===== config.mk =====
export PLATFORM = sky130hd
export DESIGN_NAME = mbd_addr_gen
export DESIGN_NICKNAME = d
export VERILOG_FILES = /design/src/rtl/mbd_pkg.sv /design/src/rtl/mbd_addr_gen.sv
export SDC_FILE = /design/constraint.sdc
export NUM_CORES = 1
export LEC_CHECK = 0
export BUFFER_PORTS_ARGS = -buffer_cell sky130_fd_sc_hd__buf_2
export CORE_ASPECT_RATIO = 0.9
export CORE_MARGIN = 2
export CORE_UTILIZATION = 40
export DETAILED_ROUTE_END_ITERATION = 16
export GPL_TIMING_DRIVEN = 0
export SYNTH_ARGS = -nofsm -noshare
export SYNTH_HDL_FRONTEND = slang
export SYNTH_SLANG_ARGS = --single-unit

===== constraint.sdc =====
create_clock -name clk -period 5 [get_ports clk]
set_input_delay 0.25 -clock clk [delete_from_list [all_inputs] [get_ports clk]]
set_output_delay 0.25 -clock clk [all_outputs]
set_load 0.02 [all_outputs]

===== src/rtl/mbd_pkg.sv =====
// Package for the mipmap box downsampler: item structs, register codes and
// shared constants. No dependencies.
`default_nettype none

package mbd_pkg;

  localparam int DEF_MAX_SOURCE_WIDTH = 4096;
  localparam int DEF_MAX_LEVELS       = 12;

  localparam int LANES  = 4;
  localparam int CHAN_W = 8;
  localparam int SUM_W  = 9;
  localparam int LINE_W = LANES * SUM_W;
  localparam int ROW_W  = 12;
  localparam int HGT_W  = 13;
  localparam int CRD_W  = 11;

  localparam logic [HGT_W-1:0] HEIGHT_CAP = 13'd4096;
  localparam logic [9:0]       AVG_MAX    = 10'd255;

  typedef enum logic [1:0] {
    REG_SOURCE_WIDTH  = 2'd0,
    REG_SOURCE_HEIGHT = 2'd1,
    REG_CHANNEL_COUNT = 2'd2,
    REG_MIP_LEVEL     = 2'd3
  } reg_idx_t;

  typedef struct packed {
    logic [CHAN_W-1:0] chan_0;
    logic [CHAN_W-1:0] chan_1;
    logic [CHAN_W-1:0] chan_2;
    logic [CHAN_W-1:0] chan_3;
  } pixel_t;

  typedef struct packed {
    logic [CRD_W-1:0]  out_x;
    logic [CRD_W-1:0]  out_y;
    logic [CHAN_W-1:0] avg_0;
    logic [CHAN_W-1:0] avg_1;
    logic [CHAN_W-1:0] avg_2;
    logic [CHAN_W-1:0] avg_3;
    logic              level_done;
  } result_t;

  typedef struct packed {
    logic [12:0] source_width;
    logic [12:0] source_height;
    logic [2:0]  channel_count;
    logic [3:0]  mip_level;
  } cfg_t;

  typedef struct packed {
    logic             hold_en;
    logic             use_left;
    logic             wr_top;
    logic             produce;
    logic             add_top;
    logic [1:0]       shift;
    logic [CRD_W-1:0] mx;
    logic [CRD_W-1:0] my;
    logic             done;
  } step_t;

endpackage

`default_nettype wire


===== src/rtl/mbd_addr_gen.sv =====
// Raster position tracking and box decode for the mipmap box downsampler.
// Depends on mbd_pkg.
`default_nettype none

module mbd_addr_gen import mbd_pkg::*; #(
  parameter int MAX_SOURCE_WIDTH = DEF_MAX_SOURCE_WIDTH,
  parameter int MAX_LEVELS       = DEF_MAX_LEVELS,
  localparam int CW = $clog2(MAX_SOURCE_WIDTH + 1),
  localparam int IW = (MAX_SOURCE_WIDTH / 2 > 1) ? $clog2(MAX_SOURCE_WIDTH / 2) : 1,
  localparam int XW = (CW > 13) ? CW : 13
) (
  input  wire logic          clk,
  input  wire logic          rst,
  input  wire cfg_t          cfg,
  input  wire logic          restart,
  input  wire logic          accept,
  output step_t              step,
  output logic [IW-1:0]      idx
);

  logic [CW-1:0]    col, col_next;
  logic [ROW_W-1:0] row, row_next;

  logic [XW-1:0]    raw_w;
  logic [CW-1:0]    eff_w, mw_s, mw, col_mask, ox, mx;
  logic [HGT_W-1:0] eff_h, mh_s, mh;
  logic [ROW_W-1:0] row_mask, oy, my;
  logic [3:0]       lvl;
  logic             ox_le1, oy_le1, ox1, oy1, col_end, row_end, hit, last_col, last_row;

  assign raw_w = XW'(cfg.source_width);

  always_comb begin
    if (raw_w == '0) begin
      eff_w = CW'(1);
    end else if (raw_w > XW'(MAX_SOURCE_WIDTH)) begin
      eff_w = CW'(MAX_SOURCE_WIDTH);
    end else begin
      eff_w = CW'(raw_w);
    end
    if (cfg.source_height == '0) begin
      eff_h = HGT_W'(1);
    end else if (cfg.source_height > HEIGHT_CAP) begin
      eff_h = HEIGHT_CAP;
    end else begin
      eff_h = cfg.source_height;
    end
    if (cfg.mip_level == '0) begin
      lvl = 4'd1;
    end else if (cfg.mip_level > 4'(MAX_LEVELS)) begin
      lvl = 4'(MAX_LEVELS);
    end else begin
      lvl = cfg.mip_level;
    end
  end

  assign col_mask = CW'((32'd1 << lvl) - 32'd1);
  assign row_mask = ROW_W'((32'd1 << lvl) - 32'd1);
  assign ox       = col & col_mask;
  assign oy       = row & row_mask;
  assign ox_le1   = (ox >> 1) == '0;
  assign oy_le1   = (oy >> 1) == '0;
  assign ox1      = ox_le1 && col[0];
  assign oy1      = oy_le1 && row[0];
  assign mx       = col >> lvl;
  assign my       = row >> lvl;
  assign mw_s     = eff_w >> lvl;
  assign mh_s     = eff_h >> lvl;
  assign mw       = (mw_s == '0) ? CW'(1) : mw_s;
  assign mh       = (mh_s == '0) ? HGT_W'(1) : mh_s;

  assign col_end  = ((CW+1)'(col) + (CW+1)'(1)) >= (CW+1)'(eff_w);
  assign row_end  = ({1'b0, row} + HGT_W'(1)) >= eff_h;
  assign hit      = ox_le1 && oy_le1 && (mx < mw) && (HGT_W'(my) < mh);
  assign last_col = ox1 || col_end;
  assign last_row = oy1 || row_end;

  always_comb begin
    step.hold_en  = hit && !ox1;
    step.use_left = ox1;
    step.wr_top   = hit && last_col && !oy1 && !last_row;
    step.produce  = hit && last_col && last_row;
    step.add_top  = oy1;
    step.shift    = {1'b0, ox1} + {1'b0, oy1};
    step.mx       = CRD_W'(mx);
    step.my       = CRD_W'(my);
    step.done     = (mx == mw - CW'(1)) && (HGT_W'(my) == mh - HGT_W'(1));
  end

  assign idx = mx[IW-1:0];

  always_comb begin
    col_next = col;
    row_next = row;
    if (restart) begin
      col_next = '0;
      row_next = '0;
    end else if (accept) begin
      if (col_end) begin
        col_next = '0;
        row_next = row_end ? '0 : row + ROW_W'(1);
      end else begin
        col_next = col + CW'(1);
      end
    end
  end

  always_ff @(posedge clk) begin
    if (rst) begin
      col <= '0;
      row <= '0;
    end else begin
      col <= col_next;
      row <= row_next;
    end
  end

endmodule

`default_nettype wire


### Word-level counts from Yosys, hierarchy flattened

Cells that the tools add are included.

| storage, ports and cells | value |
|---|---|
| bits in registers | 25 |
| logic and storage cells | 61 |

| operators by class | value |
|---|---|
| add/sub/neg operators | 8 |
| $lt $le $gt $ge | 7 |
| equal/unequal tests | 2 |
| shift-type cells | 5 |
| multiplexer cells | 10 |
| bitwise logic cells | 2 |
| reductions and logical operators | 25 |

Operator list:

| operator | number |
|---|---|
| 2-to-1 mux 13 bit | 7 |
| logical NOT 13 bit | 5 |
| >> shifter 13 x 4 -> 13 bit | 3 |
| subtractor 13 x 1 -> 13 bit, second input constant | 3 |
| greater-than comparator 13 bit, second input constant | 2 |
| adder 13 x 1 -> 14 bit, second input constant | 1 |
| >= comparator 14 x 13 -> 1 bit | 1 |
| adder 12 x 1 -> 13 bit, second input constant | 1 |
| adder 13 x 1 -> 13 bit, second input constant | 1 |
| bitwise AND 13 bit | 1 |
| == test 12 x 13 -> 1 bit | 1 |
| == test 13 bit | 1 |
| >= comparator 13 bit | 1 |
| < comparator 12 x 13 -> 1 bit | 1 |
| < comparator 13 bit | 1 |
| << shifter 1 x 4 -> 13 bit, first input constant | 1 |
| adder 12 x 1 -> 12 bit, second input constant | 1 |
| bitwise AND 12 bit | 1 |
| logical NOT 12 bit | 1 |
| 2-to-1 mux 12 bit | 1 |
| >> shifter 12 x 4 -> 12 bit | 1 |
| logical AND 1 bit | 11 |
| 2-to-1 mux 4 bit | 2 |
| greater-than comparator 4 bit, second input constant | 1 |
| 6 further kinds | 9 |

### Longest topological paths before layout

| logic depth | value |
|---|---|
| depth in word-level cells | 13 |
| gate-level depth with buffers | 26 |
| mapped depth without buffers | 21 |

### Worst setup path after synthesis

OpenSTA, ideal clock, no wires.

| path | value |
|---|---|
| path kind | input -> output |
| start | input cfg[3] (netlist bit) |
| end | output step[0] (netlist bit) |
| data arrival time | 4706 ps |
| required time | 4750 ps |
| setup slack | 44 ps |
| cell stages on the path | 19 |
| path buffers | 5 |
| path through | buf_6 nor3_4 inv_2 nand2_4 buf_12 buf_8 buf_6 buf_4 mux2i_1 mux4_2 a21oi_1 inv_1 ha_1 or3_1 a211o_1 a211oi_1 nand4b_1 or4_1 nor4b_2 |

RTL lines:

| what | line | source |
|---|---|---|
| start: declaration | mbd_addr_gen.sv:14 | `input wire cfg_t cfg,` |
| end: declaration | mbd_addr_gen.sv:17 | `output step_t step,` |

==> metrics.txt <==
status=complete, no violations; vias per cell=6.18; Peak VDD IR=0.0942 mV; finished layout cell area=7370 sq um; register area=500 sq um; critical path, cell by cell=buf_2, a21boi_2, buf_6, mux2_2, mux2_4, o32ai_4, and4bb_2, a31oi_2, inv_1, ha_1, or3_1, a211o_1, a211oi_1, nand4b_1, or4_1, nor4b_2, buf_4; initial drt markers=around 770; row count=43; simple logic cell fraction of the synthesized area=between 20% and 30%; Clock transition at path regs=about 0.070 ns; Clock Tree Buf Depth=2; share of the synthesized area in the top cell type=11.5%; Synth Area in Compound Gates=27.5%; final period utilization=98.8%; Synth Register Bits=25; syn_area_per_cell=7.13 sq um; CP max stage cell=or4_1; CTS Buf Count=3; Die X=135 um; startpoint types=input port; pre-CTS WS=-0.470 ns; DP Area=6840 sq um; Setup crit end kind=primary output; ANT nets after route=0; Tmin final=about 4.9 ns; hpwl dp=18700 um; max-cap viol count=0; largest net degree at the start of global routing=15; grt met1 use=41.0%; 1st-pass router iterations=6; gr busiest metal=met2; f_max=a little over 0.2 GHz; Slew Limit Headroom=50.3%; DRC viols=0; utilization after layout=48.3%; mux share of post-synthesis cell area=10.5%; Clock Sinks=25; routed length per placed instance=20.8 um; worst hold slack=0.410 ns; arrival time worst endpoint=4.69 ns; share of cells above drive strength 1=22.4%; Netlist cell types=a little under 100; cts hold-fix bufs=0; CP Class=input port to primary output; WP data required=4.75 ns; CTS tree=yes; area leader, netlist=ha_1; Power, Total=0.000980 W; top post-synthesis cells by area=ha_1 (11%), dfxtp_1 (8.1%), mux2i_1 (7.1%), nand2_1 (6.6%), a21oi_1 (5.4%); Slowest Stage Delay on Critical Path=roughly 0.52 ns; worst-margin pin slew=0.743 ns; GR Util met3=5.87%; Hold Path Class=input port to flip-flop; FF-to-FF setup slack=0.81 ns; die height=122 um; Routability Congestion=0.996; die footprint=about 17000 sq um; Congestion Overflow GR=0; Power Density=133 nW/um^2; Worst Path Max Fanout=6; IO Count=78; ANT cells=0; global-route wire length before repair=36700 um; antenna violations before repair=0; Initial Util=between 40% and 50%; htree depth=1; detailed-route via count=7231; input/output buffers=72; Adder-Cell Fraction of Synth Area=11.6%; Post-Synth XOR/XNOR Area=5.92%; Netlist Area Pre-Place=6210 sq um; register area share after synthesis=8.05%; Total Wirelength=between 20000 and 25000 um; Total GRT Usage=28.6%; met2 GRT Util=43.5%; yosys synthesis warning count=0; Leak=around 3.2 nW; Post-synth EDFFs=0; main combinational cell family by area after synthesis=compound AO/OA/AOI/OAI gates; asr flop ratio synth=0%; CTS root buffer=clkbuf_16; dominant synthesized flop cell=dfxtp_1; most common cell after layout, fill and taps aside=nand2_1; area delta synth->final=18.6%; Multi-input gate area=5370 sq um; synthesized instance count=between 800 and 900; Post-Route Skew=0.00136 ns; Filler cells=1656; final setup fails=0; Total Nets Final=1063; Final Hold Violating Endpoints=0; core area=15300 sq um; Slew Viols, Final=0; setup ws final=approximately 0.058 ns; Clk Latency, worst-skew pair=0.26 ns; commonest non-fill, non-tap cells in the layout=nand2_1 (110), buf_2 (79), a21oi_1 (62), nor2_1 (57), ha_1 (56); vias in the first global route=6476
## report_power, final
| group | total, W | internal (W) | switching (W) |
|---|---|---|---|
| Combinational | 0.000597 | 0.000233 | 0.000364 |
| Sequential | 0.000201 | 0.000200 | 0.00000148 |
| Clock | 0.000182 | 0.000108 | 0.0000741 |
## worst paths after layout
check | start | endpoint | cells past startpoint
max reg2reg | col[2] | row[7] | 18
min reg2reg | row[10] | row[10] | 1
max | cfg[1] | step[0] | 17
min | accept | col[1] | 5
## critical path: cells and delay by family
| family | cells | cell delay, ns |
|---|---|---|
| multiplexers | 2 | 0.69 |
| AO/OA/AOI/OAI | 5 | 1.22 |
| adder cells (fa/ha/maj) | 1 | 0.32 |
| buffers and inverters | 4 | 0.65 |
| AND/OR/NAND/NOR | 5 | 1.55 |
## through the flow
step,cells,setup TNS (ns)
finish,1170,0
global route,1170,-0.0475
CTS,1154,-0.0205
detailed placement,1148,-1.02
global placement,1148,-1.13
floorplan,874,0
## synth_stat cells (all sizes together), types with 3 or more instances
master   count
o32ai        4
a211oi      10
nor2        62
o21a         9
o2111ai      4
a31oi       12
a32o        10
nand3b      10
a221oi       3
o221ai       3
or3          6
mux2i       46
a21boi       4
dfxtp       25
xor2        22
nor4        11
o31ai        5
a21oi       69
mux4         4
xnor2       20
nor2b       14
and2         3
o21ai       44
a32oi        7
o22a         3
mux2         8
clkbuf      35
a2111oi      4
nand4       10
nor3        19
nand2      112
a311oi       4
buf         43
nand2b      12
ha          57
a22oi        3
o22ai        4
o211ai       8
or2          5
a221o        4
inv         40
and3        14
a21o         8
nand3       37
## sequential cells by signal (all words and copies together), names as in the netlist
register  count
col          13
row          12
## cells by family after synthesis
kind of cell | after synthesis
AND/OR/NAND/NOR | 327
XOR/XNOR | 42
other | 2
AO/OA/AOI/OAI | 241
flip-flops | 25
adder cells (fa/ha/maj) | 58
buffers and inverters | 119
multiplexers | 58
## timing repair
action,4_1_cts,5_1_grt
hold endpoints to repair,0,0
setup buffers,3,15
gates resized for setup,23,54
cloned,0,1
endpoints found under the setup margin,4,4
pin swaps,1,9
## final cells by class
type	instances	area share, %
plain buffers	77	6.87
clock buffers	3	1.02
repair buffers	91	6.82
flip-flops and latches	25	6.79
well taps	202	3.43
multi-input cells	730	72.8
clock inverters	1	0.0679
inverters	41	2.16
## layer usage
layer  part of all wire [%]  wire (um)
met5                      0          0
met2                     42      10300
met4                    2.7        667
met3                     10       2460
met1                     45      10900
(Power assumes the default switching activity.)
