<file path="config.mk">
export PLATFORM = sky130hd
export DESIGN_NAME = mbd_lane
export DESIGN_NICKNAME = d
export VERILOG_FILES = /design/src/rtl/mbd_pkg.sv /design/src/rtl/mbd_lane.sv
export SDC_FILE = /design/constraint.sdc
export NUM_CORES = 1
export LEC_CHECK = 0
export ABC_CLOCK_PERIOD_IN_PS = 3700
export BUFFER_PORTS_ARGS = -buffer_cell sky130_fd_sc_hd__buf_2
export CAP_MARGIN = 20
export CORE_MARGIN = 2
export CORE_UTILIZATION = 53
export CTS_CLUSTER_SIZE = 24
export DETAILED_ROUTE_END_ITERATION = 8
export GPL_ROUTABILITY_DRIVEN = 1
export GPL_TIMING_DRIVEN = 1
export PLACE_DENSITY = 0.77
export SLEW_MARGIN = 10
export SYNTH_ARGS = -nofsm -noshare
export SYNTH_HDL_FRONTEND = slang
export SYNTH_SLANG_ARGS = --single-unit
</file>
<file path="constraint.sdc">
create_clock -name clk -period 3.7 [get_ports clk]
set_clock_uncertainty 0.15 [all_clocks]
set_input_delay 0.74 -clock clk [delete_from_list [all_inputs] [get_ports clk]]
set_output_delay 0.74 -clock clk [all_outputs]
set_load 0.005 [all_outputs]
</file>
<file path="src/rtl/mbd_pkg.sv">
// Package for the mipmap box downsampler: item structs, register codes and
// shared constants. No dependencies.
`default_nettype none

package mbd_pkg;

  localparam int DEF_MAX_SOURCE_WIDTH = 4096;
  localparam int DEF_MAX_LEVELS       = 12;

  localparam int LANES  = 4;
  localparam int CHAN_W = 8;
  localparam int SUM_W  = 9;
  localparam int LINE_W = LANES * SUM_W;
  localparam int ROW_W  = 12;
  localparam int HGT_W  = 13;
  localparam int CRD_W  = 11;

  localparam logic [HGT_W-1:0] HEIGHT_CAP = 13'd4096;
  localparam logic [9:0]       AVG_MAX    = 10'd255;

  typedef enum logic [1:0] {
    REG_SOURCE_WIDTH  = 2'd0,
    REG_SOURCE_HEIGHT = 2'd1,
    REG_CHANNEL_COUNT = 2'd2,
    REG_MIP_LEVEL     = 2'd3
  } reg_idx_t;

  typedef struct packed {
    logic [CHAN_W-1:0] chan_0;
    logic [CHAN_W-1:0] chan_1;
    logic [CHAN_W-1:0] chan_2;
    logic [CHAN_W-1:0] chan_3;
  } pixel_t;

  typedef struct packed {
    logic [CRD_W-1:0]  out_x;
    logic [CRD_W-1:0]  out_y;
    logic [CHAN_W-1:0] avg_0;
    logic [CHAN_W-1:0] avg_1;
    logic [CHAN_W-1:0] avg_2;
    logic [CHAN_W-1:0] avg_3;
    logic              level_done;
  } result_t;

  typedef struct packed {
    logic [12:0] source_width;
    logic [12:0] source_height;
    logic [2:0]  channel_count;
    logic [3:0]  mip_level;
  } cfg_t;

  typedef struct packed {
    logic             hold_en;
    logic             use_left;
    logic             wr_top;
    logic             produce;
    logic             add_top;
    logic [1:0]       shift;
    logic [CRD_W-1:0] mx;
    logic [CRD_W-1:0] my;
    logic             done;
  } step_t;

endpackage

`default_nettype wire

</file>
<file path="src/rtl/mbd_lane.sv">
// One channel lane: left pixel hold, row sum and final box average.
// Depends on mbd_pkg.
`default_nettype none

module mbd_lane import mbd_pkg::*; (
  input  wire logic              clk,
  input  wire logic              rst,
  input  wire logic [CHAN_W-1:0] px,
  input  wire logic              accept,
  input  wire logic              hold_en,
  input  wire logic              use_left,
  input  wire logic              enable,
  input  wire logic              add_top,
  input  wire logic [1:0]        shift,
  input  wire logic [SUM_W-1:0]  top_sum,
  output logic      [SUM_W-1:0]  rowsum,
  output logic      [CHAN_W-1:0] avg
);

  logic [CHAN_W-1:0] left;
  logic [SUM_W-1:0]  s1_sum;
  logic [9:0]        total, scaled;

  assign rowsum = use_left ? SUM_W'(left) + SUM_W'(px) : SUM_W'(px);

  always_ff @(posedge clk) begin
    if (rst) begin
      left <= '0;
    end else if (accept && hold_en) begin
      left <= px;
    end
  end

  always_ff @(posedge clk) begin
    if (accept) begin
      s1_sum <= rowsum;
    end
  end

  assign total  = 10'(s1_sum) + (add_top ? 10'(top_sum) : 10'd0);
  assign scaled = total >> shift;

  always_comb begin
    if (!enable) begin
      avg = '0;
    end else if (scaled > AVG_MAX) begin
      avg = CHAN_W'(AVG_MAX);
    end else begin
      avg = scaled[CHAN_W-1:0];
    end
  end

endmodule

`default_nettype wire

</file>
After elaboration in Yosys (flattened, before gate mapping)
Cells that the tools add are included.
{"block": "word_totals", "in_bits": 26, "output_inout_bits": 17, "elab_cells": 11, "regBits": 17}
{"block": "op_classes", "muxes": 4, "n_addsub": 2, "n_lt_le_gt_ge": 1, "reduce_logical": 1, "shifts": 1}
{"op": "$mux 9", "n": 2}
{"op": "$mux 8", "n": 2}
{"op": "$add 9x9->10", "n": 1}
{"op": "$gt 10x8->1 const B", "n": 1}
{"op": "$shr 10x2->10", "n": 1}
{"op": "$add 8x8->9", "n": 1}
{"op": "$logic_and 1x1->1", "n": 1}

Depth between registers and ports, before layout
Gate-level depths: netlist of the first run.
{"block": "depth", "ltp_word": 6, "ltp_mapped": 10, "depth_no_buf": 10}

Worst setup path after synthesis of the first run
No wires, ideal clock.
{"block": "synth_path", "kind": "input-to-output", "from": "in top_sum[0]", "to": "out avg[0]", "cell_stages": 10, "n_path_buf": 0, "required_time_ps": 2810, "arrival_ps": 2562, "slack_ps": 248, "path_cell_list": "and2_1 -> ha_1 -> inv_1 -> fa_1 -> nand2b_1 -> a21oi_1 -> o22a_2 -> xor2_2 -> a21oi_4 -> a221oi_1"}
{"block": "synth_between", "elab_chain_cells": 6}
{"item": "from (decl)", "line_no": "mbd_lane.sv:15", "rtl": "input wire logic [SUM_W-1:0] top_sum,"}
{"item": "$mux 9 (*)", "line_no": "mbd_lane.sv:40", "rtl": "assign total = 10'(s1_sum) + (add_top ? 10'(top_sum) : 10'd0);"}
{"item": "$add 9x9->10 (*)", "line_no": "mbd_lane.sv:40"}
{"item": "$shr 10x2->10 (*)", "line_no": "mbd_lane.sv:41", "rtl": "assign scaled = total >> shift;"}
{"item": "$gt 10x8->1", "line_no": "mbd_lane.sv:46", "rtl": "end else if (scaled > AVG_MAX) begin"}
{"item": "$mux 8 (*)", "line_no": "mbd_lane.sv:46"}
{"item": "$mux 8 (*)", "line_no": "mbd_lane.sv:44", "rtl": "if (!enable) begin"}
{"item": "to (decl)", "line_no": "mbd_lane.sv:17", "rtl": "output logic [CHAN_W-1:0] avg"}
Mark *: on every way between the ends. The rest lies on a longest branch, timed or not.

Worst setup path in the final report of the first run
{"block": "layout_path", "from": "in add_top", "to": "out avg[7]"}
{"block": "layout_between", "elab_chain_cells": 6}
{"item": "from (decl)", "line_no": "mbd_lane.sv:13", "rtl": "input wire logic add_top,"}
{"item": "$mux 9 (*)", "line_no": "mbd_lane.sv:40"}
{"item": "$add 9x9->10 (*)", "line_no": "mbd_lane.sv:40"}
{"item": "$shr 10x2->10 (*)", "line_no": "mbd_lane.sv:41"}
{"item": "$gt 10x8->1", "line_no": "mbd_lane.sv:46"}
{"item": "$mux 8 (*)", "line_no": "mbd_lane.sv:46"}
{"item": "$mux 8 (*)", "line_no": "mbd_lane.sv:44"}
Marked as above.

==> impl_metrics.csv, run 1 <==
group,metric,value,unit
status,status,"finished, final reports clean",
yosys,synthDistinctLibCells,45,
placed_design,placed_cells_incl_taps,269,
sta,finalHoldViolCount,0,
clock_network,cts_root_buf,"clkbuf_4",
detailed_routing,firstDrtPassIters,4,
power_and_ir_drop,p_per_area,294,mW/mm²
yosys,syn_nets,235,
cells_and_area,mostFrequentLayoutCell,"buf_2",
yosys,synthCells,190,
yosys,synth_edf_count,9,
sta,whs,0.315,ns
global_routing,track_usage,0.214,
run,drv_cap,0,
setup_path,critPathKind,"in2out",
hold_path,hold_class,"reg2reg",
power_and_ir_drop,p_leak,0.000936,µW
cells_and_area,areaGrowthSynthToFinish,25.6,%
power_and_ir_drop,max-vdd-ir-drop,233,µV
clock_network,clk_pin_slew,0.10,ns
global_routing,grt_max_degree,19,
yosys,yosysWarnings,0,
cells_and_area,antenna_cells,0,
yosys,synth_ff_type,"edfxtp_1",
placed_design,port_buffers,42,
placed_design,gp_congestion,0.761,
setup_path,arrival,2.77,ns
global_routing,grt_pass1_wl,5900,µm
cells_and_area,nets,288,
cells_and_area,layout.cells.non_filler,275,
clock_network,clock_path_buffers,2,
die,dieHeight,59.5,µm
global_routing,grt.overflow.total,0,
cells_and_area,final_cell_mix,"41 x buf_2, 19 x a21oi_1, 18 x nand2_1, 15 x ha_1",
sta,relSlewSlack,0.758,
yosys,ys_seq_area_frac,0.264,
sta,period_needed,3.66,ns
sta,min_period_over_period,0.988,
cells_and_area,layout-drive-gt1-share,0.326,
clock_network,htreeDepth,1,
power_and_ir_drop,finalPower,603,µW
sta,finalMaxSlewViolations,0,
clock_network,cts_buffers,3,
cells_and_area,fillers,249,
detailed_routing,ant_nets,0,
setup_path,critical_path.max_fanout,7,
sta,tightestPinTransition,0.363,ns
global_routing,grt_pass1_vias,1383,
detailed_routing,vias_per_cell,5.59,
die,rows,20,
die,dieArea,0.00354,mm²
sta,fmax,0.274,GHz
global_routing,antenna_found_initial,0,
clock_network,insertion_delay,0.29,ns
sta,rsz0062_at_grt,"yes",
setup_path,end_kind,"output port",
yosys,avgSynthCellArea,8.59,µm²
sta,setup_violations,0,
sta,finalSetupTns,0,ns
placed_design,hpwlAfterDp,2780,µm
detailed_routing,routed_wl,3660,µm
clock_network,holdBufCountCts,0,
setup_path,crit_required,2.81,ns
clock_network,cts_tree,"yes",
die,initial_utilization,0.544,
setup_path,start_kind,"input pin",
yosys,ys_seq_elements,17,
yosys,async_flop_share,0,
die,pin_count,43,
detailed_routing,wl_per_cell,13.3,µm
die,coreArea,0.00300,mm²
clock_network,clock_sinks,17,
die,die-width,59.5,µm
detailed_routing,drc,0,
yosys,syn_area,0.00163,mm²
detailed_routing,vias,1536,
detailed_routing,dr.first_iter.drc_count,55,
[critical path, cell delays in order]
cell and delay, ns:
buf_4 0.13, and2_1 0.17, ha_4 0.22, a21o_1 0.18
or3_1 0.32, o22a_2 0.24, xor2_2 0.17, buf_4 0.15
buf_4 0.12, nor2_1 0.11, o22ai_1 0.09, buf_2 0.13
[kinds of logic (layout without fill, tap and decap cells)]
family,after synthesis,after routing,synth area share
buf+inv,17,69,0.0391
mux,8,8,0.0529
fa+ha+maj,19,19,0.155
simple gates,60,60,0.179
compound gates,59,59,0.252
xor+xnor,10,10,0.0582
flops,17,17,0.264
[Yosys cell counts, drive strengths merged (2+ instances only)]
library cell	count	share of area
a221oi	4	0.025
nor2	12	0.028
dfxtp	8	0.098
inv	11	0.025
a21oi	21	0.071
a21o	4	0.018
nand2b	3	0.011
o31ai	2	0.0092
and2	8	0.031
clkbuf	4	0.0092
o21a	2	0.0092
nand3	10	0.034
o221ai	2	0.011
a211oi	2	0.012
nand2	18	0.041
nor3	2	0.0061
o21ai	8	0.027
or3	3	0.011
o211ai	5	0.023
xor2	3	0.021
nor2b	3	0.011
mux2i	3	0.018
xnor2	7	0.038
fa	2	0.025
ha	17	0.13
edfxtp	9	0.17
mux2	5	0.034
[power breakdown]
| part | switching (µW) | leakage [µW] | internal, µW |
|---|---|---|---|
| clock | 61.5 | 0.0000177 | 40.2 |
| combinational | 146 | 0.000764 | 135 |
| sequential | 6.18 | 0.000154 | 213 |
[per-stage QoR]
step / util / area (µm²) / worst slack, ns
floorplan: - / 1630 / 0.248
global placement: 0.644 / 1930 / -0.0135
detailed placement: 0.644 / 1930 / -0.0642
CTS: 0.662 / 1990 / 0.00482
global route: 0.683 / 2050 / -0.0449
finish: 0.683 / 2050 / 0.0441
[worst paths after layout]
check                                          start              endpoint  slack, ns  depth (start not counted)
worst min register to register  left[6]$_SDFFE_PP0P_  left[6]$_SDFFE_PP0P_       0.32                          2
worst min-delay path            left[6]$_SDFFE_PP0P_  left[6]$_SDFFE_PP0P_       0.32                          2
worst max register to register  left[0]$_SDFFE_PP0P_   s1_sum[6]$_DFFE_PP_       1.32                          9
worst max-delay path                         add_top                avg[7]       0.04                         12
[layout make-up]
| cell class | instances | area, µm² | area share |
|---|---|---|---|
| Clock buffer | 3 | 22.5 | 0.0110 |
| Clock inverter | 1 | 5.00 | 0.00244 |
| Inverter | 12 | 45.0 | 0.0220 |
| Multi-Input combinational cell | 156 | 1210 | 0.591 |
| Sequential cell | 17 | 430 | 0.210 |
| Tap cell | 33 | 41.3 | 0.0201 |
| Timing Repair Buffer | 53 | 295 | 0.144 |
[layer usage]
layer  part of all wire  global-route usage  up-vias
li1                   -                   -      806
met1               0.43               0.244      696
met2               0.53               0.419       30
met3              0.033              0.0218        4
met4             0.0074              0.0540        0
met5                  0                   0        -
[sequential cells by signal (all words and copies together), names as in the netlist]
register	count
left	8
s1_sum	9
[repair_timing]
action,in CTS,in global routing
pin swaps,3,1
setup endpoints to repair,4,7
hold endpoints to repair,0,0
gates cloned,0,0
setup buffers,1,1
resized for setup,4,7
(Power assumes the default switching activity.)
==> run 2, diff against run 1 <==
- CORE_UTILIZATION: 53 -> 35
- PLACE_DENSITY: 0.77 -> 0.54
- RECOVER_POWER: not set -> 100
==> impl_metrics.csv, run 2 (synthesis gave the netlist of run 1 again) <==
group,metric,value,unit
cells_and_area,areaGrowthSynthToFinish,36.9,%
setup_path,arrival,2.73,ns
sta,min_period_over_period,0.980,
sta,layout_setup_ws,0.0757,ns
cells_and_area,largestRegisters,"s1_sum x9, left x8",
setup_path,crit_chain,"buf_6 > and2_4 > ha_4 > inv_2 > fa_2 > nand2b_4 > a21oi_2 > o22a_2 > xor2_2 > a21oi_4 > a221oi_1 > buf_2",
die,coreArea,0.00441,mm²
status,status,"finished, final reports clean",
run,drv_cap,0,
detailed_routing,dr.first_iter.drc_count,23,
setup_path,r2r_cells,9,
detailed_routing,ant_nets,0,
power_and_ir_drop,p_leak,0.000971,µW
detailed_routing,firstDrtPassIters,3,
placed_design,place_ws,-0.0816,ns
hold_path,whs_endpoint,"left[5]$_SDFFE_PP0P_",
cells_and_area,mostFrequentLayoutCell,"buf_2",
die,die-width,72.3,µm
setup_path,r2r_end,"s1_sum[6]$_DFFE_PP_",
global_routing,antenna_found_initial,0,
sta,finalMaxSlewViolations,0,
placed_design,hpwlAfterDp,2920,µm
setup_path,critical_path.max_fanout,6,
detailed_routing,vias,1553,
placed_design,gp_congestion,0.778,
setup_path,cp_slowest_cell,"fa_2",
die,dieArea,0.00523,mm²
global_routing,grt_pass1_wl,6220,µm
hold_path,hold_path_depth,2,
die,rows,24,
power_and_ir_drop,p_per_area,306,mW/mm²
clock_network,clock_sinks,17,
detailed_routing,drc,0,
clock_network,cts_buffers,3,
detailed_routing,wl_per_cell,12.7,µm
cells_and_area,antenna_cells,0,
sta,finalSetupTns,0,ns
cells_and_area,top_register,"s1_sum",
sta,fmax,0.276,GHz
die,dieHeight,72.3,µm
global_routing,grt_max_degree,19,
global_routing,grt.overflow.total,0,
setup_path,r2r_slack,1.31,ns
sta,setup_violations,0,
setup_path,crit_required,2.81,ns
power_and_ir_drop,max-vdd-ir-drop,224,µV
global_routing,track_usage,0.145,
setup_path,end_kind,"output port",
setup_path,slowest_delay,0.35,ns
sta,tightestPinTransition,0.831,ns
global_routing,grt_pass1_vias,1499,
setup_path,critPathKind,"in2out",
die,pin_count,43,
cells_and_area,largest_register_ffs,9,
clock_network,cts_root_buf,"clkbuf_8",
cells_and_area,final_cell_mix,"34 x buf_2, 19 x a21oi_1, 18 x buf_4, 17 x nand2_1, 13 x ha_1",
setup_path,start_kind,"input pin",
clock_network,cts_tree,"yes",
detailed_routing,vias_per_cell,5.16,
hold_path,hold_path.startpoint,"left[5]$_SDFFE_PP0P_",
cells_and_area,layout-drive-gt1-share,0.361,
die,initial_utilization,0.370,
cells_and_area,nets,295,
clock_network,clk_pin_slew,0.06,ns
hold_path,hold_class,"reg2reg",
setup_path,r2r-start,"left[0]$_SDFFE_PP0P_",
clock_network,insertion_delay,0.25,ns
detailed_routing,routed_wl,3810,µm
sta,finalHoldViolCount,0,
sta,relSlewSlack,0.446,
clock_network,htreeDepth,1,
sta,period_needed,3.62,ns
placed_design,port_buffers,42,
clock_network,holdBufCountCts,0,
clock_network,clock_path_buffers,2,
## run 2: final cells by class
type / count / area [µm²]
Clock buffer: 4 / 45.0
Fill cell: 430 / 2180
Inverter: 12 / 45.0
Multi-Input combinational cell: 156 / 1310
Sequential cell: 17 / 430
Tap cell: 52 / 65.1
Timing Repair Buffer: 60 / 343
## run 2: per-layer routing
metal	global-route usage	share of wire	up-vias
met5	0	0	-
met4	0.0587	0.017	0
met3	0.0125	0.031	9
met2	0.275	0.51	31
met1	0.164	0.44	701
li1	-	-	812
## run 2: report_power, final
group	total [µW]	switching (µW)	internal [µW]	leakage (µW)
registers	220	6.71	214	0.000154
clock network	139	62.7	76.4	0.0000228
logic	324	163	161	0.000795
## run 2: worst max path at each step
stage | startpoint | endpoint | cells past startpoint
2_1_floorplan | top_sum[0] | avg[0] | 10
3_3_place_gp | add_top | avg[1] | 12
3_5_place_dp | add_top | avg[0] | 12
4_1_cts | add_top | avg[5] | 12
5_1_grt | add_top | avg[4] | 10
6_report | add_top | avg[1] | 12
## run 2: stage by stage
step	area (µm²)	hold WS [ns]	power, µW	cells	util
after floorplan	1630	0.290	390	190	-
after global placement	1990	0.300	489	292	0.450
after detailed placement	1990	0.304	488	292	0.450
after CTS	2060	0.313	643	297	0.468
after global routing	2230	0.336	729	301	0.506
final	2230	0.310	683	301	0.506
## run 2: repair_timing
action | CTS | global route
setup buffers | 1 | 4
endpoints found under the setup margin | 6 | 8
cloned | 0 | 0
pin swaps | 0 | 13
resized for setup | 5 | 27
## run 2: critical path, delay by kind of cell
kind | cells | cell delay [ns]
and+or+nand+nor | 2 | 0.29
adders and majority gates | 2 | 0.47
AOI/OAI and AO/OA | 4 | 0.73
xor gates and xnor gates | 1 | 0.20
buffers and inverters | 3 | 0.28
==> run 3, diff against run 2 <==
- CORE_ASPECT_RATIO: not set -> 1.25
==> impl_metrics.csv, run 3 (synthesis gave the netlist of run 1 again) <==
group,metric,value,unit
cells_and_area,layout-drive-gt1-share,0.333,
die,coreArea,0.00446,mm²
detailed_routing,m1WireLength,1530,µm
sta,period_needed,3.60,ns
sta,whs,0.309,ns
sta,tightestPinTransition,0.887,ns
placed_design,placed_cell_area,0.00199,mm²
sta,min_period_over_period,0.973,
cells_and_area,top_register,"s1_sum",
cells_and_area,mostFrequentLayoutCell,"buf_2",
cells_and_area,fillers,469,
setup_path,critPathKind,"in2out",
cells_and_area,postLayoutCellArea,0.00222,mm²
cells_and_area,areaGrowthSynthToFinish,35.8,%
sta,layout_setup_ws,0.101,ns
power_and_ir_drop,pwr-share-clk,0.207,
detailed_routing,drc,0,
power_and_ir_drop,pwr-share-comb,0.460,
placed_design,hpwlAfterDp,2980,µm
setup_path,end_kind,"output port",
power_and_ir_drop,p_sw,224,µW
detailed_routing,vias,1591,
global_routing,grt.overflow.total,0,
clock_network,cts_tree,"yes",
global_routing,grt_pass1_wl,6330,µm
setup_path,critical_path.max_fanout,5,
cells_and_area,ff_latch_area,430,µm²
placed_design,placed_cells_incl_taps,298,
die,dieHeight,80.4,µm
status,status,"finished, final reports clean",
sta,finalSetupTns,0,ns
cells_and_area,largest_register_ffs,9,
sta,setup_violations,0,
sta,finalMaxSlewViolations,0,
clock_network,cts_buffers,3,
power_and_ir_drop,p_int,441,µW
detailed_routing,dr_wl_met3,130,µm
placed_design,place_ws,-0.0680,ns
clock_network,cts_root_buf,"clkbuf_8",
setup_path,crit_required,2.81,ns
detailed_routing,wl_per_cell,12.9,µm
cells_and_area,largestRegisters,"s1_sum x9, left x8",
detailed_routing,top_layer,"met4",
sta,fmax,0.278,GHz
cells_and_area,multi_input_area,0.00129,mm²
hold_path,hold_class,"reg2reg",
power_and_ir_drop,p_sw_frac,0.337,
cells_and_area,antenna_cells,0,
clock_network,insertion_delay,0.25,ns
setup_path,arrival,2.71,ns
power_and_ir_drop,max-vdd-ir-drop,231,µV
setup_path,start_kind,"input pin",
detailed_routing,firstDrtPassIters,4,
cells_and_area,nets,295,
sta,relSlewSlack,0.408,
die,initial_utilization,0.366,
detailed_routing,routed_wl,3950,µm
detailed_routing,met2_length,2250,µm
global_routing,grt_max_degree,19,
detailed_routing,vias_per_cell,5.18,
die,die-width,65.1,µm
die,pin_count,43,
clock_network,clock_path_buffers,2,
detailed_routing,dr.first_iter.drc_count,20,
power_and_ir_drop,p_seq_frac,0.333,
power_and_ir_drop,p_leak,0.000955,µW
run,drv_cap,0,
global_routing,grt_pass1_vias,1500,
cells_and_area,final_cell_mix,"34 x buf_2, 18 x a21oi_1, 17 x nand2_1, 16 x buf_4, 12 x nor2_1",
clock_network,clk_pin_slew,0.06,ns
placed_design,port_buffers,42,
clock_network,htreeDepth,1,
placed_design,gp_congestion,0.721,
sta,finalHoldViolCount,0,
detailed_routing,ant_nets,0,
clock_network,clock_sinks,17,
die,rows,27,
global_routing,antenna_found_initial,0,
global_routing,track_usage,0.149,
power_and_ir_drop,p_per_area,300,mW/mm²
die,dieArea,0.00523,mm²
cells_and_area,layout.cells.non_filler,307,
==> run 3: per-stage QoR <==
| step | power, µW | utilization |
|---|---|---|
| floorplan | 390 | - |
| global placement | 488 | 0.447 |
| detailed placement | 486 | 0.447 |
| global route | 712 | 0.497 |
| CTS | 636 | 0.464 |
| finish | 665 | 0.497 |
==> run 3: layout make-up <==
class,count,share of cell area
clock buffer,4,0.0203
inverter,12,0.0203
multi-input combinational,156,0.584
sequential,17,0.194
tap,58,0.0327
timing repair buffer,60,0.148
==> run 3: layer usage <==
metal,up-vias,global-route usage
li1,820,-
met1,722,0.161
met2,43,0.303
met3,6,0.0126
met4,0,0.0396
met5,-,0
==> run 3: worst paths after layout <==
kind | from | endpoint | slack, ns | cells past startpoint
max | add_top | avg[7] | 0.10 | 13
min | left[7]$_SDFFE_PP0P_ | left[7]$_SDFFE_PP0P_ | 0.31 | 2
max reg2reg | left[0]$_SDFFE_PP0P_ | s1_sum[6]$_DFFE_PP_ | 1.31 | 9
min reg2reg | left[7]$_SDFFE_PP0P_ | left[7]$_SDFFE_PP0P_ | 0.31 | 2
==> run 3: power by group through the flow <==
stage | combinational, µW | clock, µW | sequential [µW]
floorplan | 168 | 0 | 221
global placement | 266 | 0 | 222
detailed placement | 264 | 0 | 222
CTS | 276 | 142 | 218
global route | 339 | 151 | 223
finish | 306 | 138 | 221
==> run 3: worst max-delay path, cell delays in order <==
cell,delay [ns]
buf_2,0.12
clkbuf_2,0.13
and2_4,0.17
ha_4,0.21
a21o_1,0.20
a22oi_1,0.19
o31ai_1,0.11
a41oi_1,0.23
clkbuf_1,0.17
buf_4,0.12
a21oi_2,0.04
o22ai_1,0.14
buf_2,0.13
==> run 3: timing repair <==
item / in CTS / in global routing
pin swaps: 3 / 15
buffers inserted: 1 / 4
resized for setup: 4 / 21
setup endpoints to repair: 4 / 8
gates cloned: 0 / 0
hold buffers: 0 / 0
